===== src/sv/lap3_pkg.sv =====
// Shared types and constants for the seven-point 3D Laplacian block.
`default_nettype none

package lap3_pkg;

    // Field and register widths.
    localparam int DATA_W    = 32;
    localparam int CFG_W     = 32;
    localparam int CFG_IDX_W = 3;
    localparam int CELLS_W   = 5;
    localparam int SIDES_W   = 6;

    // Arithmetic widths: second difference, partial product, scaled term, sum.
    localparam int DIFF_W     = 35;
    localparam int PROD_W     = 52;
    localparam int TERM_W     = 52;
    localparam int SUM_W      = 54;
    localparam int TERM_MAG_W = 50;
    localparam int FRAC_W     = 16;
    localparam int NUM_AXES   = 3;

    // Bit positions in boundary_sides.
    localparam int SIDE_X_LO = 0;
    localparam int SIDE_X_HI = 1;
    localparam int SIDE_Y_LO = 2;
    localparam int SIDE_Y_HI = 3;
    localparam int SIDE_Z_LO = 4;
    localparam int SIDE_Z_HI = 5;

    // Reset values of the configuration registers.
    localparam logic [CELLS_W-1:0] CELLS_RESET = 5'd16;
    localparam logic [CFG_W-1:0]   RECIP_RESET = 32'h0001_0000;
    localparam logic [SIDES_W-1:0] SIDES_RESET = 6'd0;

    // Saturation limits of the result.
    localparam logic [DATA_W-1:0] SAT_MAX = 32'h7FFF_FFFF;
    localparam logic [DATA_W-1:0] SAT_MIN = 32'h8000_0000;

    // Configuration register indexes.
    typedef enum logic [CFG_IDX_W-1:0] {
        REG_CELLS_X    = 3'd0,
        REG_CELLS_Y    = 3'd1,
        REG_CELLS_Z    = 3'd2,
        REG_RECIP_X    = 3'd3,
        REG_RECIP_Y    = 3'd4,
        REG_RECIP_Z    = 3'd5,
        REG_BOUNDARY   = 3'd6
    } lap3_reg_t;

    // Position flags of one grid sample.
    typedef struct packed {
        logic interior;
        logic last_cell;
        logic x_lo;
        logic x_hi;
        logic y_lo;
        logic y_hi;
        logic z_lo;
        logic z_hi;
    } lap3_flags_t;

    // Stencil operands of one interior cell.
    typedef struct packed {
        logic [DATA_W-1:0] l;
        logic [DATA_W-1:0] c;
        logic [DATA_W-1:0] r;
        logic [DATA_W-1:0] dn;
        logic [DATA_W-1:0] up;
        logic [DATA_W-1:0] bl;
        logic [DATA_W-1:0] ab;
    } lap3_ops_t;

endpackage

`default_nettype wire


===== src/sv/lap3_addr.sv =====
// Raster position counters, plane slot rotation and store address generation.
`default_nettype none

module lap3_addr #(
    parameter int MAX_CELLS = 16
) (
    input  wire logic                                            clk,
    input  wire logic                                            rst_n,
    input  wire logic                                            adv,
    input  wire logic                                            restart,
    input  wire logic [lap3_pkg::CELLS_W-1:0]                    cells_x,
    input  wire logic [lap3_pkg::CELLS_W-1:0]                    cells_y,
    input  wire logic [lap3_pkg::CELLS_W-1:0]                    cells_z,
    output logic [$clog2(3*(MAX_CELLS+2)*(MAX_CELLS+2))-1:0]     wr_addr,
    output logic [$clog2(3*(MAX_CELLS+2)*(MAX_CELLS+2))-1:0]     ahead_addr,
    output logic [$clog2(3*(MAX_CELLS+2)*(MAX_CELLS+2))-1:0]     dn_addr,
    output logic [$clog2(3*(MAX_CELLS+2)*(MAX_CELLS+2))-1:0]     up_addr,
    output logic [$clog2(3*(MAX_CELLS+2)*(MAX_CELLS+2))-1:0]     bl_addr,
    output lap3_pkg::lap3_flags_t                                flags
);

    localparam int SPAN  = MAX_CELLS + 2;
    localparam int PLANE = SPAN * SPAN;
    localparam int DEPTH = 3 * PLANE;
    localparam int AW    = $clog2(DEPTH);
    localparam int CW    = $clog2(SPAN);
    localparam logic [AW-1:0] SPAN_A = AW'(SPAN);

    logic [CW-1:0] px_reg, px_next;
    logic [CW-1:0] py_reg, py_next;
    logic [CW-1:0] pz_reg, pz_next;
    logic [AW-1:0] row_reg, row_next;
    logic [1:0]    slot_cur_reg, slot_cur_next;
    logic [1:0]    slot_m1_reg, slot_m1_next;
    logic [1:0]    slot_m2_reg, slot_m2_next;

    logic [CW-1:0] cx, cy, cz;
    logic [CW-1:0] x_last, y_last, z_last;
    logic          last_col, last_row, last_plane;
    logic [AW-1:0] xa;
    logic [AW-1:0] base_cur, base_m1, base_m2;
    logic [AW-1:0] ahead_off;

    // Cell count as used: zero acts as one, anything above the maximum is clamped.
    function automatic logic [CW-1:0] eff_cells(input logic [lap3_pkg::CELLS_W-1:0] n);
        logic [CW-1:0] res;
        if (n == '0)
        begin
            res = CW'(1);
        end
        else if (32'(n) > 32'(MAX_CELLS))
        begin
            res = CW'(MAX_CELLS);
        end
        else
        begin
            res = CW'(n);
        end
        return res;
    endfunction

    // Start address of a plane slot.
    function automatic logic [AW-1:0] slot_base(input logic [1:0] s);
        logic [AW-1:0] res;
        case (s)
            2'd1:    res = AW'(PLANE);
            2'd2:    res = AW'(2 * PLANE);
            default: res = '0;
        endcase
        return res;
    endfunction

    // Effective sizes and end-of-line tests.
    always_comb
    begin
        cx         = eff_cells(cells_x);
        cy         = eff_cells(cells_y);
        cz         = eff_cells(cells_z);
        x_last     = cx + CW'(1);
        y_last     = cy + CW'(1);
        z_last     = cz + CW'(1);
        last_col   = (px_reg == x_last);
        last_row   = (py_reg == y_last);
        last_plane = (pz_reg == z_last);
    end

    // Position flags of the sample now at the input.
    always_comb
    begin
        flags.interior  = (px_reg != '0) && (px_reg <= cx) && (py_reg != '0) &&
                          (py_reg <= cy) && (pz_reg >= CW'(2)) && (pz_reg <= z_last);
        flags.last_cell = (px_reg == cx) && (py_reg == cy) && (pz_reg == z_last);
        flags.x_lo      = (px_reg == CW'(1));
        flags.x_hi      = (px_reg == cx);
        flags.y_lo      = (py_reg == CW'(1));
        flags.y_hi      = (py_reg == cy);
        flags.z_lo      = (pz_reg == CW'(2));
        flags.z_hi      = (pz_reg == z_last);
    end

    // Store addresses: the write slot takes this plane, reads come from the two
    // planes below. The look-ahead read fetches the next sample of the plane
    // below, which feeds the x neighbors through a short shift line.
    always_comb
    begin
        xa       = AW'(px_reg);
        base_cur = slot_base(slot_cur_reg);
        base_m1  = slot_base(slot_m1_reg);
        base_m2  = slot_base(slot_m2_reg);
        if (last_col)
        begin
            ahead_off = last_row ? '0 : row_reg + SPAN_A;
        end
        else
        begin
            ahead_off = row_reg + xa + AW'(1);
        end
        wr_addr    = base_cur + row_reg + xa;
        ahead_addr = base_m1 + ahead_off;
        dn_addr    = base_m1 + ((py_reg == '0) ? xa : (row_reg - SPAN_A + xa));
        up_addr    = base_m1 + (last_row ? xa : (row_reg + SPAN_A + xa));
        bl_addr    = base_m2 + row_reg + xa;
    end

    // Next position and plane slot rotation.
    always_comb
    begin
        px_next       = px_reg;
        py_next       = py_reg;
        pz_next       = pz_reg;
        row_next      = row_reg;
        slot_cur_next = slot_cur_reg;
        slot_m1_next  = slot_m1_reg;
        slot_m2_next  = slot_m2_reg;
        if (restart)
        begin
            px_next       = '0;
            py_next       = '0;
            pz_next       = '0;
            row_next      = '0;
            slot_cur_next = 2'd0;
            slot_m1_next  = 2'd2;
            slot_m2_next  = 2'd1;
        end
        else if (adv)
        begin
            if (!last_col)
            begin
                px_next = px_reg + CW'(1);
            end
            else
            begin
                px_next = '0;
                if (!last_row)
                begin
                    py_next  = py_reg + CW'(1);
                    row_next = row_reg + SPAN_A;
                end
                else
                begin
                    py_next  = '0;
                    row_next = '0;
                    if (last_plane)
                    begin
                        pz_next       = '0;
                        slot_cur_next = 2'd0;
                        slot_m1_next  = 2'd2;
                        slot_m2_next  = 2'd1;
                    end
                    else
                    begin
                        pz_next       = pz_reg + CW'(1);
                        slot_cur_next = (slot_cur_reg == 2'd2) ? 2'd0 : slot_cur_reg + 2'd1;
                        slot_m1_next  = slot_cur_reg;
                        slot_m2_next  = slot_m1_reg;
                    end
                end
            end
        end
    end

    always_ff @(posedge clk or negedge rst_n)
    begin
        if (!rst_n)
        begin
            px_reg       <= '0;
            py_reg       <= '0;
            pz_reg       <= '0;
            row_reg      <= '0;
            slot_cur_reg <= 2'd0;
            slot_m1_reg  <= 2'd2;
            slot_m2_reg  <= 2'd1;
        end
        else
        begin
            px_reg       <= px_next;
            py_reg       <= py_next;
            pz_reg       <= pz_next;
            row_reg      <= row_next;
            slot_cur_reg <= slot_cur_next;
            slot_m1_reg  <= slot_m1_next;
            slot_m2_reg  <= slot_m2_next;
        end
    end

    // A size change puts the position back to the first sample.
    a_restart_origin: assert property (@(posedge clk) disable iff (!rst_n)
        restart |=> (px_reg == '0 && py_reg == '0 && pz_reg == '0 && row_reg == '0))
        else $error("position not cleared after restart");

    // The three plane slots stay distinct and valid.
    a_slots_distinct: assert property (@(posedge clk) disable iff (!rst_n)
        (slot_cur_reg != slot_m1_reg) && (slot_cur_reg != slot_m2_reg) &&
        (slot_m1_reg != slot_m2_reg) && (slot_cur_reg != 2'd3) &&
        (slot_m1_reg != 2'd3) && (slot_m2_reg != 2'd3))
        else $error("plane slots overlap");

    // The written word is never one of the words read in the same cycle.
    a_no_rw_clash: assert property (@(posedge clk) disable iff (!rst_n)
        adv |-> (wr_addr != ahead_addr) && (wr_addr != dn_addr) &&
                (wr_addr != up_addr) && (wr_addr != bl_addr))
        else $error("write address collides with a read address");

    // The position stays inside the padded patch.
    a_pos_range: assert property (@(posedge clk) disable iff (!rst_n)
        (px_reg <= x_last) && (py_reg <= y_last) && (pz_reg <= z_last))
        else $error("position outside the padded patch");

endmodule

`default_nettype wire


===== config.mk =====
export PLATFORM = sky130hd
export DESIGN_NAME = lap3_addr
export DESIGN_NICKNAME = d
export VERILOG_FILES = /design/src/sv/lap3_pkg.sv /design/src/sv/lap3_addr.sv
export SDC_FILE = /design/constraint.sdc
export NUM_CORES = 1
export LEC_CHECK = 0
export ABC_AREA = 1
export ABC_CLOCK_PERIOD_IN_PS = 4750
export BUFFER_PORTS_ARGS = -buffer_cell sky130_fd_sc_hd__buf_2
export CORE_AREA = 2 2 80 140
export CTS_BUF_LIST = sky130_fd_sc_hd__clkbuf_16
export DETAILED_ROUTE_END_ITERATION = 7
export DIE_AREA = 0 0 82 142
export GPL_TIMING_DRIVEN = 0
export PLACE_DENSITY = 0.77
export SETUP_SLACK_MARGIN = 0.02
export SLEW_MARGIN = 10
export SYNTH_ARGS = -nofsm -noshare
export SYNTH_HDL_FRONTEND = slang
export SYNTH_SLANG_ARGS = --single-unit

===== constraint.sdc =====
create_clock -name clk -period 4.75 [get_ports clk]
set_clock_uncertainty 0.1 [all_clocks]
set_input_delay 0.475 -clock clk [delete_from_list [all_inputs] [get_ports clk]]
set_output_delay 0.475 -clock clk [all_outputs]
set_load 0.02 [all_outputs]

==> Yosys cells after proc, flatten, opt, wreduce, memory -nomap -nowiden <==
Index checks and enable logic that the tools add are counted.
Widths: inputs -> output; s select.
{ "word_totals": {"inputBits": 19, "elab_cells": 110, "output_inout_bits": 58, "reg_bits": 31} }
{ "op_classes": {"n_lt_le_gt_ge": 7, "eq_ne": 14, "n_mux": 44, "add_sub_neg": 20, "reduce_logical": 18} }
{ "op_table": {"columns": ["operator", "n"], "rows": [
  ["$mux 5", 18],
  ["$mux 10", 7],
  ["$pmux 10 s2", 3],
  ["$add 10x10->10", 5],
  ["$add 10x5->10", 5],
  ["$mux 2", 16],
  ["$add 5x1->5 const B", 6],
  ["$eq 5x5->1", 5],
  ["$logic_not 5->1", 4],
  ["$gt 5x5->1 const B", 3],
  ["$le 5x5->1", 3],
  ["$add 10x1->10 const B", 1],
  ["$add 10x5->10 const B", 1],
  ["$eq 5x1->1 const B", 2],
  ["$reduce_bool 5->1", 2],
  ["$sub 10x5->10 const B", 1],
  ["$logic_and 1x1->1", 7],
  ["$eq 2x1->1 const B", 3],
  ["$eq 2x2->1 const B", 3],
  ["$reduce_bool 2->1", 3],
  ["$eq 5x2->1 const B", 1],
  ["$ge 5x2->1 const B", 1],
  ["$reduce_and 3->1", 1],
  ["$add 2x1->2 const B", 1],
  ["$reduce_and 2->1", 1]
]} }

==> Logic depth before layout (Yosys ltp) <==
Gate-level depths: netlist of run 1.
{ "depth": {"word_depth": 10, "ltp_mapped": 22, "mapped_depth_nobuf": 22} }

==> Worst setup path before layout of run 1 <==
No wires, ideal clock.
{ "synth_timing": {"path_type": "register to output", "startpoint": "register px_reg[1]", "endpoint": "output dn_addr[9]", "stages_incl_launch_ff": 20, "slack_ps": 754, "t_arrival_ps": 3421, "n_path_buf": 0, "required_ps": 4175, "path_cell_list": "dfrtp_1 inv_1 ha_1 inv_1 ha_1 fa_1 a21oi_1 o21ai_1 inv_1 nor2_1 o21ai_0 nand2_1 o21ai_0 a21oi_1 ha_1 nand2_1 inv_1 a221oi_1 nand4_1 nand2_1"} }
{ "synth_between": {"elab_chain_len": 3} }
{ "synth_lines": {"columns": ["item", "line_no", "rtl"], "rows": [
  ["from (decl)", "lap3_addr.sv:29", "logic [CW-1:0] px_reg, px_next;"],
  ["from (signal assigned)", "lap3_addr.sv:196", "px_reg <= px_next;"],
  ["$add 10x5->10", "lap3_addr.sv:120", "dn_addr = base_m1 + ((py_reg == '0) ? xa : (row_reg - SPAN_A + xa));"],
  ["$mux 10 *", "lap3_addr.sv:120", null],
  ["$add 10x10->10 *", "lap3_addr.sv:120", null],
  ["to (decl)", "lap3_addr.sv:16", "output logic [$clog2(3*(MAX_CELLS+2)*(MAX_CELLS+2))-1:0] dn_addr,"]
]} }
Mark *: on every way between the ends. The rest lies on a longest branch, timed or not.

==> Final worst setup path of run 1 <==
{ "layout_timing": {"startpoint": "register px_reg[2]", "endpoint": "output dn_addr[9]"} }
The elaborated chain is that of the path after synthesis.

==> results of run 1 <==
area by class of cell:
type                       count  area [sq um]
fill                        1031          4530
multi-input combinational    574          3860
sequential                    31           785
timing repair buffer          89           480
inverter                     120           457
tap                          130           163
clock buffer                   5           125
buffer                        13          82.6
clock inverter                 3          23.8
per-stage QoR:
step                total power (W)  cell area (sq um)  hold WS, ns  instances
finish                      0.00368               5980        0.137        965
global route                0.00404               5980        0.199        965
CTS                         0.00360               5840        0.164        951
detailed placement          0.00327               5690        0.415        943
global placement            0.00323               5690        0.401        943
floorplan                   0.00250               5150       0.0794        738
cell usage after synthesis, drive strengths merged (3+ instances only):
library cell / number
nand2: 153
inv: 120
ha: 84
nor2: 64
nand3: 62
xor2: 42
o21ai: 40
a21oi: 37
dfrtp: 29
nand4: 17
xnor2: 15
fa: 12
nor3: 11
buf: 9
a31oi: 6
o31ai: 6
clkbuf: 4
a21boi: 3
a21o: 3
o22ai: 3
or2: 3
power breakdown:
part	switching [W]	internal (W)	total, W
Sequential	0.000111	0.000341	0.000451
Clock	0.000126	0.000196	0.000322
Combinational	0.00186	0.00104	0.00290
Total	0.00210	0.00158	0.00368
repair_timing:
action | 4_1_cts | 5_1_grt
gates resized for setup | 3 | 9
hold buffers | 0 | 0
setup buffers | 0 | 14
setup endpoints to repair | 1 | 2
cloned | 0 | 0
pin swaps | 0 | 2
cell families after synthesis:
family | Yosys count | share of synthesized area
simple gates | 314 | 0.275
buf+inv | 133 | 0.104
compound gates | 107 | 0.120
fa+ha+maj | 96 | 0.251
xor+xnor | 57 | 0.0984
flops | 31 | 0.151
worst max-delay path: cells and delay by family (launching register included):
kind                     cells  cell delay (ns)
AO/OA/AOI/OAI                2             0.40
buffers and inverters        4             0.50
flip-flops                   1             0.47
XOR/XNOR                     1             0.20
adder cells (fa/ha/maj)      3             1.05
AND/OR/NAND/NOR             13             0.95
final timing paths:
check	endpoint	slack, ns	start
setup / recovery	dn_addr[9]	0.32	px_reg[2]
hold / removal	pz_reg[3]	0.14	rst_n
setup reg to reg	row_reg[7]	2.32	px_reg[0]
hold reg to reg	slot_m2_reg[0]	0.42	slot_m2_reg[0]
max in group asynchronous	px_reg[1]	3.90	rst_n
min in group clk	px_reg[0]	0.42	adv
layer usage:
metal  vias up  wire, microns  track usage
met2       119           7520        0.455
met1      2358           4730        0.247
met5         -              0            0
met3        47            410       0.0178
li1       2603              -            -
met4         0            752        0.132
==> parameters.txt, run 1 <==
Parameter                              Value

Outcome
  Run status ... complete, no violations

Clock network
  Number of H-tree levels ... 2
  Clock Path Buffers ... 2
  Root Driver ... sky130_fd_sc_hd__clkbuf_16
  Clock-pin slew of the registers on the worst-case setup and hold paths ... 0.06 ns
  Sinks on the clock net ... 31
  Cts bufs inserted ... 5
  Clock latency on the worst-skew pair ... 0.28 ns
  TritonCTS clock tree ... done

Final layout
  Commonest non-fill, non-tap cells in the layout ... 150 x sky130_fd_sc_hd__nand2_1, 112 x sky130_fd_sc_hd__inv_1, 83 x sky130_fd_sc_hd__ha_1, 78 x sky130_fd_sc_hd__buf_2, 61 x sky130_fd_sc_hd__nand3_1
  Most frequent standard cell in the layout excluding fill and tap cells ... sky130_fd_sc_hd__nand2_1
  Count of nets after finishing ... about 950
  Utilization after layout ... 0.569
  Number of inserted diodes ... 0
  Synth-to-Final Area Change ... 16.1%
  Proportion of layout cells with a drive suffix above 1 ... 0.172
  Max FFs per register ... 10

Yosys
  Number of distinct library cells after synthesis ... 48
  Synth area leaders ... sky130_fd_sc_hd__ha_1 20%, sky130_fd_sc_hd__dfrtp_1 14%, sky130_fd_sc_hd__nand2_1 11%
  FFs w/ async S/R, synth ... 1.00
  Top cell type's share of synthesized area ... 0.204
  Dominant synthesized flop cell ... sky130_fd_sc_hd__dfrtp_1
  Library cell with the largest summed area after synthesis ... sky130_fd_sc_hd__ha_1
  Cell area after synthesis ... between 5000 and 6000 sq um
  Post-synthesis net count ... 853
  Post-synthesis register bit count ... 31
  Number of flops mapped to enable cells by yosys ... 0
  Yosys warning count ... 0
  Number of instances in the synthesized netlist ... around 740
  Proportion of synthesized chip area in sequential cells ... 0.151
  Syn avg cell area ... 6.97 sq um

Timing
  Fraction of the cycle the final worst path needs ... 0.932
  Slew at the pin closest to its max-slew limit ... roughly 1.0 ns
  Aggregate negative setup slack ... 0 ns
  Clock period minus final worst setup slack ... 4.43 ns
  Final worst-path setup slack ... 0.324 ns
  Hold Vio Cnt, Final ... 0
  Setup repair after global routing missed its margin ... false
  # setup viols final ... 0
  Final Max Tran Viols ... 0
  Max-Slew Margin vs Limit ... 0.321
  Upper clock frequency limit ... between 0.2 and 0.25 GHz

Setup path
  CP Class ... reg -> out
  Logic depth of the worst register-to-register path ... 10
  Worst Path Required ... roughly 4.2 ns
  CP endpoint kind ... primary output
  Stage delay of the slowest cell on the critical path ... between 0.4 and 0.5 ns
  Data arrival time of the critical path ... between 3 and 4 ns
  Highest fanout seen on the critical path ... 8
  Crit path max-delay cell type ... sky130_fd_sc_hd__dfrtp_2
  Worst-path cell chain ... inv_1, ha_1, inv_1, ha_1, nand3_1, nand3_1, nand2_1, nand2_1, nand2_1, nand2_1, nand2_1, nand2_1, a21oi_1, xor2_1, nor2_1, ha_1, nand2_1, inv_1, a221oi_2, nand2_1, nand2_1, nand2_1, buf_2
  Most frequent CP cell ... sky130_fd_sc_hd__nand2_1
  Setup crit start kind ... flip-flop

Place
  Detailed-placement wirelength estimate ... 11000 microns
  Placement Setup Slack ... 0.198 ns
  Final GP Congestion ... 0.972
  Count of input and output buffers ... 75

Pwr
  Power density over the cells ... 615 nW/um^2
  VDD IR-drop max ... 536 uV
  P_leak ... about 3.4 nW

GRT
  GR Overflow Total ... 0
  Global-route wire length before repair ... 22000 microns
  Overall global routing resource usage ... 0.240
  Via count of the first global-routing pass ... 4937
  Antenna violations before repair ... 0
  Pin count of the biggest net entering global routing ... 32

Run
  Max-Cap Viols ... 0

Drt
  Wire length per cell after detailed routing ... about 14 microns
  Overall via count from detail_route ... 5127
  Iteration-0 DRC Markers ... 179
  Detailed-route wire length ... 13400 microns
  Post-detailed-route via-to-cell ratio ... 5.31
  Drt drc ... 0
  Antenna viol nets, final ... 0
  Drt first pass iters ... 4

Hold path
  Worst hold-check path type ... in -> async

Floorplan
  Die H ... 142 microns
  Area of the die ... 11600 sq um
  Ports placed on the boundary ... 77
  Row count ... 50
  Initial cell density of the core ... 0.490
  Placeable core area ... between 10000 and 15000 sq um
  Die outline width ... between 80 and 90 microns
Note: power is estimated with default switching activity, not from simulation.
==> run 2: changes to the inputs <==
- ABC_CLOCK_PERIOD_IN_PS: 4750 -> 4780
- clock period: 4.75 -> 4.78 ns (I/O delays scaled with it)
==> run 2 against run 1 <==
Effect of this change:
- largest cell class unchanged
- sequential power hardly changed
- sequential share of layout area hardly changed
- sequential cell count stayed put
==> parameters.txt, run 2 (synthesis results as in run 1) <==
Parameter                              Value

Outcome
  Run status ... complete, no violations

Floorplan
  Die outline width ... 82 microns (unchanged)
  Die H ... 142 microns (unchanged)
  Row count ... 50 (unchanged)
  Area of the die ... 11600 sq um (unchanged)
  Initial cell density of the core ... 0.490 (unchanged)
  Ports placed on the boundary ... 77 (unchanged)
  Placeable core area ... 10500 sq um (unchanged)

Drt
  Detailed-route wire length ... 13400 microns (+0.13%)
  Antenna viol nets, final ... 0 (unchanged)
  Overall via count from detail_route ... 5135 (+0.16%)
  Post-detailed-route via-to-cell ratio ... 5.32 (+0.16%)
  Iteration-0 DRC Markers ... 191 (+6.7%)
  Wire length per cell after detailed routing ... 13.9 microns (+0.13%)
  Drt drc ... 0 (unchanged)
  Drt first pass iters ... 4 (unchanged)

Setup path
  Highest fanout seen on the critical path ... 7 (-1)
  CP Class ... reg -> out
  Worst Path Required ... 4.20 ns (+0.02 ns)
  Data arrival time of the critical path ... 3.88 ns (+0.03 ns)
  Reg-to-reg slack, setup ... 2.34 ns (+0.02 ns)
  CP endpoint kind ... primary output
  Setup crit start kind ... flip-flop

Clock network
  TritonCTS clock tree ... done
  Cts bufs inserted ... 5 (unchanged)
  Sinks on the clock net ... 31 (unchanged)
  Clock-pin slew of the registers on the worst-case setup and hold paths ... 0.06 ns (about the same)
  Number of H-tree levels ... 2 (unchanged)
  Cts hold-fix bufs ... 0 (unchanged)
  Root Driver ... sky130_fd_sc_hd__clkbuf_16
  Clock Path Buffers ... 2 (unchanged)
  Clock latency on the worst-skew pair ... 0.28 ns (about the same)

GRT
  Pin count of the biggest net entering global routing ... 32 (unchanged)
  Most crowded layer after global routing ... met2
  Met1 track demand over resource ... 0.247 (unchanged)
  Met2 global-route usage ... 0.455 (unchanged)
  GR Overflow Total ... 0 (unchanged)
  Antenna violations before repair ... 0 (unchanged)
  Via count of the first global-routing pass ... 4937 (unchanged)
  M3 GR Usage ... 0.0178 (unchanged)
  Overall global routing resource usage ... 0.240 (unchanged)
  Global-route wire length before repair ... 22000 microns (unchanged)

Final layout
  Count of nets after finishing ... 949 (unchanged)
  Synth-to-Final Area Change ... 16.1% (about the same)
  Proportion of layout cells with a drive suffix above 1 ... 0.170 (-0.00240)
  Utilization after layout ... 0.568 (about the same)
  Most frequent standard cell in the layout excluding fill and tap cells ... sky130_fd_sc_hd__nand2_1
  Number of inserted diodes ... 0 (unchanged)
  Max FFs per register ... 10 (unchanged)
  Commonest non-fill, non-tap cells in the layout ... 150 x sky130_fd_sc_hd__nand2_1, 112 x sky130_fd_sc_hd__inv_1, 83 x sky130_fd_sc_hd__ha_1, 78 x sky130_fd_sc_hd__buf_2, 61 x sky130_fd_sc_hd__nand3_1
  Summed area of non-filler cells in the final layout ... 5970 sq um (about the same)

Timing
  Setup repair after global routing missed its margin ... false
  Fraction of the cycle the final worst path needs ... 0.932
  Slew at the pin closest to its max-slew limit ... 1.01 ns (-0.00628 ns)
  Aggregate negative setup slack ... 0 ns (unchanged)
  # setup viols final ... 0 (unchanged)
  Final Max Tran Viols ... 0 (unchanged)
  Upper clock frequency limit ... 0.224 GHz
  Minimum hold slack ... 0.139 ns (+0.00194 ns)
  Clock period minus final worst setup slack ... 4.45 ns
  Hold Vio Cnt, Final ... 0 (unchanged)
  Max-Slew Margin vs Limit ... 0.325 (+0.00421)

Pwr
  Pwr Total ... 0.00365 W (-0.64%)
  VDD IR-drop max ... 533 uV (-0.60%)
  Power density over the cells ... 612 nW/um^2 (-0.58%)
  P_leak ... 3.36 nW (about the same)

Place
  Count of input and output buffers ... 75 (unchanged)
  Total placed instance area ... 5690 sq um (unchanged)
  Final GP Congestion ... 0.972 (unchanged)
  Detailed-placement wirelength estimate ... 11000 microns (unchanged)

Hold path
  Worst hold-check path type ... in -> async

Run
  Max-Cap Viols ... 0 (unchanged)
==> run 2: changes by cell type in the layout (fill, tap and decap cells not counted) <==
cell | previous run | this run
sky130_fd_sc_hd__dfrtp_1 | 24 | 25
sky130_fd_sc_hd__dfrtp_2 | 5 | 4
sky130_fd_sc_hd__fa_1 | 11 | 12
sky130_fd_sc_hd__fa_2 | 1 | 0
==> run 2: worst paths after layout <==
path / start / endpoint / cells past startpoint
setup / recovery: row_reg[3] / dn_addr[9] / 23
hold / removal: rst_n / pz_reg[3] / 1
setup reg to reg: px_reg[0] / row_reg[7] / 10
hold reg to reg: slot_m2_reg[0] / slot_m2_reg[0] / 2
max in group asynchronous: rst_n / px_reg[1] / 1
min in group clk: slot_m2_reg[0] / slot_m2_reg[0] / 2
==> run 2: report_power, final <==
| group | total, W | switching (W) | internal [W] | leakage (nW) |
|---|---|---|---|---|
| Clock | 0.000319 | 0.000125 | 0.000194 | 0.0664 |
| Sequential | 0.000448 | 0.000110 | 0.000338 | 0.403 |
| Combinational | 0.00289 | 0.00185 | 0.00103 | 2.89 |
==> run 2: routing by layer <==
layer,vias up,share of wire
li1,2601,-
met4,0,0.055
met1,2364,0.35
met2,126,0.56
met3,44,0.033
met5,-,0
==> run 2: metrics by stage <==
stage	setup slack (ns)	cells
global placement	0.225	943
detailed placement	0.225	943
CTS	0.0475	951
global route	0.0188	965
floorplan	0.781	738
finish	0.325	965
==> run 2: area by class of cell <==
type,instances,area (sq um)
clock buffers,5,125
well taps,130,163
repair buffers,89,480
multi-input cells,574,3860
plain buffers,13,82.6
clock inverters,3,23.8
flip-flops and latches,31,783
inverters,120,457
fillers,1032,4540
==> run 2: repair_timing <==
item	4_1_cts	5_1_grt
hold endpoints to repair	0	0
buffers inserted	0	14
pin swaps	0	2
endpoints found under the setup margin	1	2
gates resized for setup	3	7
==> run 2: critical path, stage by stage (launching register included) <==
cell	delay [ns]
sky130_fd_sc_hd__dfrtp_1	0.55
sky130_fd_sc_hd__inv_1	0.11
sky130_fd_sc_hd__ha_1	0.38
sky130_fd_sc_hd__inv_1	0.08
sky130_fd_sc_hd__ha_1	0.36
sky130_fd_sc_hd__nand3_1	0.14
sky130_fd_sc_hd__nand3_1	0.08
sky130_fd_sc_hd__nand2_1	0.09
sky130_fd_sc_hd__nand2_1	0.06
sky130_fd_sc_hd__nand2_1	0.06
sky130_fd_sc_hd__nand2_1	0.06
sky130_fd_sc_hd__nand2_1	0.08
sky130_fd_sc_hd__nand2_1	0.06
sky130_fd_sc_hd__a21oi_1	0.14
sky130_fd_sc_hd__xor2_1	0.20
sky130_fd_sc_hd__nor2_1	0.06
sky130_fd_sc_hd__ha_1	0.33
sky130_fd_sc_hd__nand2_1	0.09
sky130_fd_sc_hd__inv_1	0.06
sky130_fd_sc_hd__a221oi_2	0.26
sky130_fd_sc_hd__nand2_1	0.08
sky130_fd_sc_hd__nand2_1	0.07
sky130_fd_sc_hd__nand2_1	0.05
sky130_fd_sc_hd__buf_2	0.15
==> run 3: changes to the inputs <==
- ABC_CLOCK_PERIOD_IN_PS: 4780 -> 3810
- PLACE_DENSITY: 0.77 -> 0.79
- REMOVE_ABC_BUFFERS: unset -> 1
- clock period: 4.78 -> 3.81 ns (I/O delays scaled with it)
==> run 3 against run 2 <==
Effect of this change:
- the flow now finishes with violations (setup timing)
- count of clock-buffer cells in the layout stayed put
- wire length is 16% higher
- critical path depth is 1 lower
- design area is 9.1% higher
- first-iteration DRC count is 100% higher
- combinational power is 50% higher
- via count is 8.2% higher
- sequential share of layout area is 1.0 points lower
- sequential cell count stayed put
- total power is 44% higher
- utilization is 5.2 points higher
- critical path type unchanged
- largest cell class unchanged
- largest power group unchanged
- highest routed layer unchanged
==> parameters.txt, run 3 (synthesis results as in run 1) <==
Parameter                              Value

Outcome
  Run status ... complete, but fails checks
  Violated checks ... setup timing

Drt
  Antenna viol nets, final ... 0 (unchanged)
  Detailed-route wire length ... 15600 microns (+16%)
  Drt drc ... 0 (unchanged)
  Wire length per cell after detailed routing ... 15.9 microns (+14%)
  Post-detailed-route via-to-cell ratio ... 5.64 (+6.0%)
  Iteration-0 DRC Markers ... 385 (+100%)
  Drt first pass iters ... 5 (+1)
  Overall via count from detail_route ... 5557 (+8.2%)

Timing
  Final worst-path setup slack ... -0.184 ns (-0.509 ns)
  Slew at the pin closest to its max-slew limit ... 1.04 ns (+0.0287 ns)
  Final Max Tran Viols ... 0 (unchanged)
  # setup viols final ... 3 (+3)
  Aggregate negative setup slack ... -0.367 ns (-0.367 ns)
  Hold Vio Cnt, Final ... 0 (unchanged)
  Upper clock frequency limit ... 0.250 GHz
  Max-Slew Margin vs Limit ... 0.306 (-0.0192)
  Setup repair after global routing missed its margin ... true
  Clock period minus final worst setup slack ... 3.99 ns
  Fraction of the cycle the final worst path needs ... 1.05

GRT
  Antenna violations before repair ... 0 (unchanged)
  Met1 track demand over resource ... 0.254 (+0.00681)
  Via count of the first global-routing pass ... 5299 (+7.3%)
  M3 GR Usage ... 0.0286 (+0.0108)
  Overall global routing resource usage ... 0.261 (+0.0213)
  Global-route wire length before repair ... 23900 microns (+8.7%)
  GR Overflow Total ... 0 (unchanged)
  Most crowded layer after global routing ... met2
  Pin count of the biggest net entering global routing ... 32 (unchanged)
  Met2 global-route usage ... 0.493 (+0.0381)

Final layout
  Count of nets after finishing ... 969 (+2.1%)
  Most frequent standard cell in the layout excluding fill and tap cells ... sky130_fd_sc_hd__nand2_1
  Summed area of non-filler cells in the final layout ... 6520 sq um (+9.1%)
  Utilization after layout ... 0.620 (+0.0519)
  Commonest non-fill, non-tap cells in the layout ... 143 x sky130_fd_sc_hd__nand2_1, 102 x sky130_fd_sc_hd__inv_1, 68 x sky130_fd_sc_hd__ha_1, 67 x sky130_fd_sc_hd__buf_2, 55 x sky130_fd_sc_hd__nand3_1
  Number of fill cells in the layout ... 916 (-11%)
  Proportion of layout cells with a drive suffix above 1 ... 0.274 (+0.104)
  Number of inserted diodes ... 0 (unchanged)
  Final standard cell count with taps included and fillers excluded ... 985 (+2.1%)
  Max FFs per register ... 10 (unchanged)
  Synth-to-Final Area Change ... 26.7%

Setup path
  Worst-path cell chain ... clkinvlp_4, ha_4, inv_2, ha_4, nand2_2, nand3_1, nand2_2, nand2_2, nand2_1, nand2_2, nand2_2, nand2_2, a21oi_2, xor2_1, nor2_1, ha_1, buf_4, a221oi_4, nand2_1, nand2_1, nand2_1, buf_6
  Stage delay of the slowest cell on the critical path ... 0.41 ns (-0.14 ns)
  Highest fanout seen on the critical path ... 4 (-3)
  Reg-to-reg slack, setup ... 0.77 ns (-1.57 ns)
  Crit Reg-Reg Startpoint ... py_reg[0]
  CP endpoint kind ... primary output
  Critical Path End ... dn_addr[9]
  Worst Path Required ... 3.33 ns (-0.87 ns)
  Setup crit start kind ... flip-flop
  Logic depth of the worst register-to-register path ... 16 (+6)
  Endpoint of the worst register-to-register path ... slot_cur_reg[0]
  Most frequent CP cell ... sky130_fd_sc_hd__nand2_2
  CP Class ... reg -> out
  Crit path max-delay cell type ... sky130_fd_sc_hd__dfrtp_2
  Startpoint of the worst setup timing path ... px_reg[3]
  Data arrival time of the critical path ... 3.51 ns (-0.37 ns)

Floorplan
  Die outline width ... 82 microns (unchanged)
  Initial cell density of the core ... 0.490 (unchanged)
  Placeable core area ... 10500 sq um (unchanged)
  Ports placed on the boundary ... 77 (unchanged)
  Die H ... 142 microns (unchanged)
  Area of the die ... 11600 sq um (unchanged)
  Row count ... 50 (unchanged)

Place
  Detailed-placement wirelength estimate ... 10600 microns (-3.3%)
  Count of input and output buffers ... 76 (+1.3%)
  Total placed instance area ... 5610 sq um (-1.4%)
  Total placed cells including tap cells ... 931 (-1.3%)
  Placement Setup Slack ... -0.687 ns (-0.911 ns)
  Final GP Congestion ... 0.972 (about the same)

Clock network
  Clock Path Buffers ... 2 (unchanged)
  Cts bufs inserted ... 5 (unchanged)
  TritonCTS clock tree ... done
  Cts hold-fix bufs ... 0 (unchanged)
  Number of H-tree levels ... 2 (unchanged)
  Root Driver ... sky130_fd_sc_hd__clkbuf_16
  Clock latency on the worst-skew pair ... 0.28 ns (about the same)
  Sinks on the clock net ... 31 (unchanged)
  Clock-pin slew of the registers on the worst-case setup and hold paths ... 0.06 ns (about the same)

Pwr
  P_leak ... 3.50 nW (+4.2%)
  VDD IR-drop max ... 845 uV (+59%)
  Power density over the cells ... 808 nW/um^2 (+32%)

Run
  Max-Cap Viols ... 0 (unchanged)

Hold path
  Worst hold-check path type ... in -> async
run 3: cell count changes in the layout (fill, tap and decap cells not counted), moves of 7 or more:
cell                      before  now
sky130_fd_sc_hd__buf_4        18   45
sky130_fd_sc_hd__nand2_1     150  143
sky130_fd_sc_hd__nand2_2       3   10
sky130_fd_sc_hd__inv_1       112  102
sky130_fd_sc_hd__a21oi_1      36   29
sky130_fd_sc_hd__buf_2        78   67
sky130_fd_sc_hd__inv_2         6   14
sky130_fd_sc_hd__ha_4          1   10
sky130_fd_sc_hd__o21ai_0      35   28
sky130_fd_sc_hd__ha_1         83   68
sky130_fd_sc_hd__buf_6         2    9
run 3: worst min-delay path by stage:
stage	from	endpoint	slack (ns)	depth (start not counted)
floorplan	rst_n	px_reg[0]	-0.01	0
global placement	rst_n	pz_reg[2]	0.36	1
detailed placement	rst_n	pz_reg[2]	0.37	1
CTS	rst_n	pz_reg[3]	0.06	1
global route	rst_n	pz_reg[2]	0.10	1
finish	rst_n	pz_reg[3]	0.04	1
run 3: where the power goes:
group	total (W)	switching, W	internal, W	leakage [nW]
Sequential	0.000549	0.000122	0.000427	0.397
Combinational	0.00434	0.00265	0.00169	3.03
Clock	0.000381	0.000146	0.000235	0.0701
run 3: per-stage QoR:
stage	hold WS [ns]	power, W
detailed placement	0.365	0.00402
global placement	0.359	0.00397
CTS	0.0641	0.00483
floorplan	-0.0146	0.00308
global route	0.103	0.00570
finish	0.0389	0.00527
run 3: layout make-up:
cell class	instances	area, sq um	share of cell area
Multi-Input combinational cell	575	4190	0.643
Sequential cell	31	788	0.121
Timing Repair Buffer	121	774	0.119
Inverter	120	465	0.0714
Tap cell	130	163	0.0249
Clock buffer	5	125	0.0192
Clock inverter	3	11.3	0.00173
run 3: critical path: cells and delay by family, from the launching register on:
family	cells	cell delay (ns)
DFF	1	0.41
buffers and inverters	4	0.50
adders and majority gates	3	0.85
AOI/OAI and AO/OA	2	0.44
xor gates and xnor gates	1	0.15
and+or+nand+nor	12	0.90
run 3: per-layer routing:
layer  vias to the layer above  share of wire
met4                         0          0.075
met2                       266           0.54
met3                        92          0.053
li1                       2659              -
met5                         -              0
met1                      2540           0.33
run 3: timing repair:
item,4_1_cts,5_1_grt
gates cloned,1,0
setup endpoints to repair,21,17
pin swaps,30,33
gates resized for setup,59,55
buffers inserted,31,14
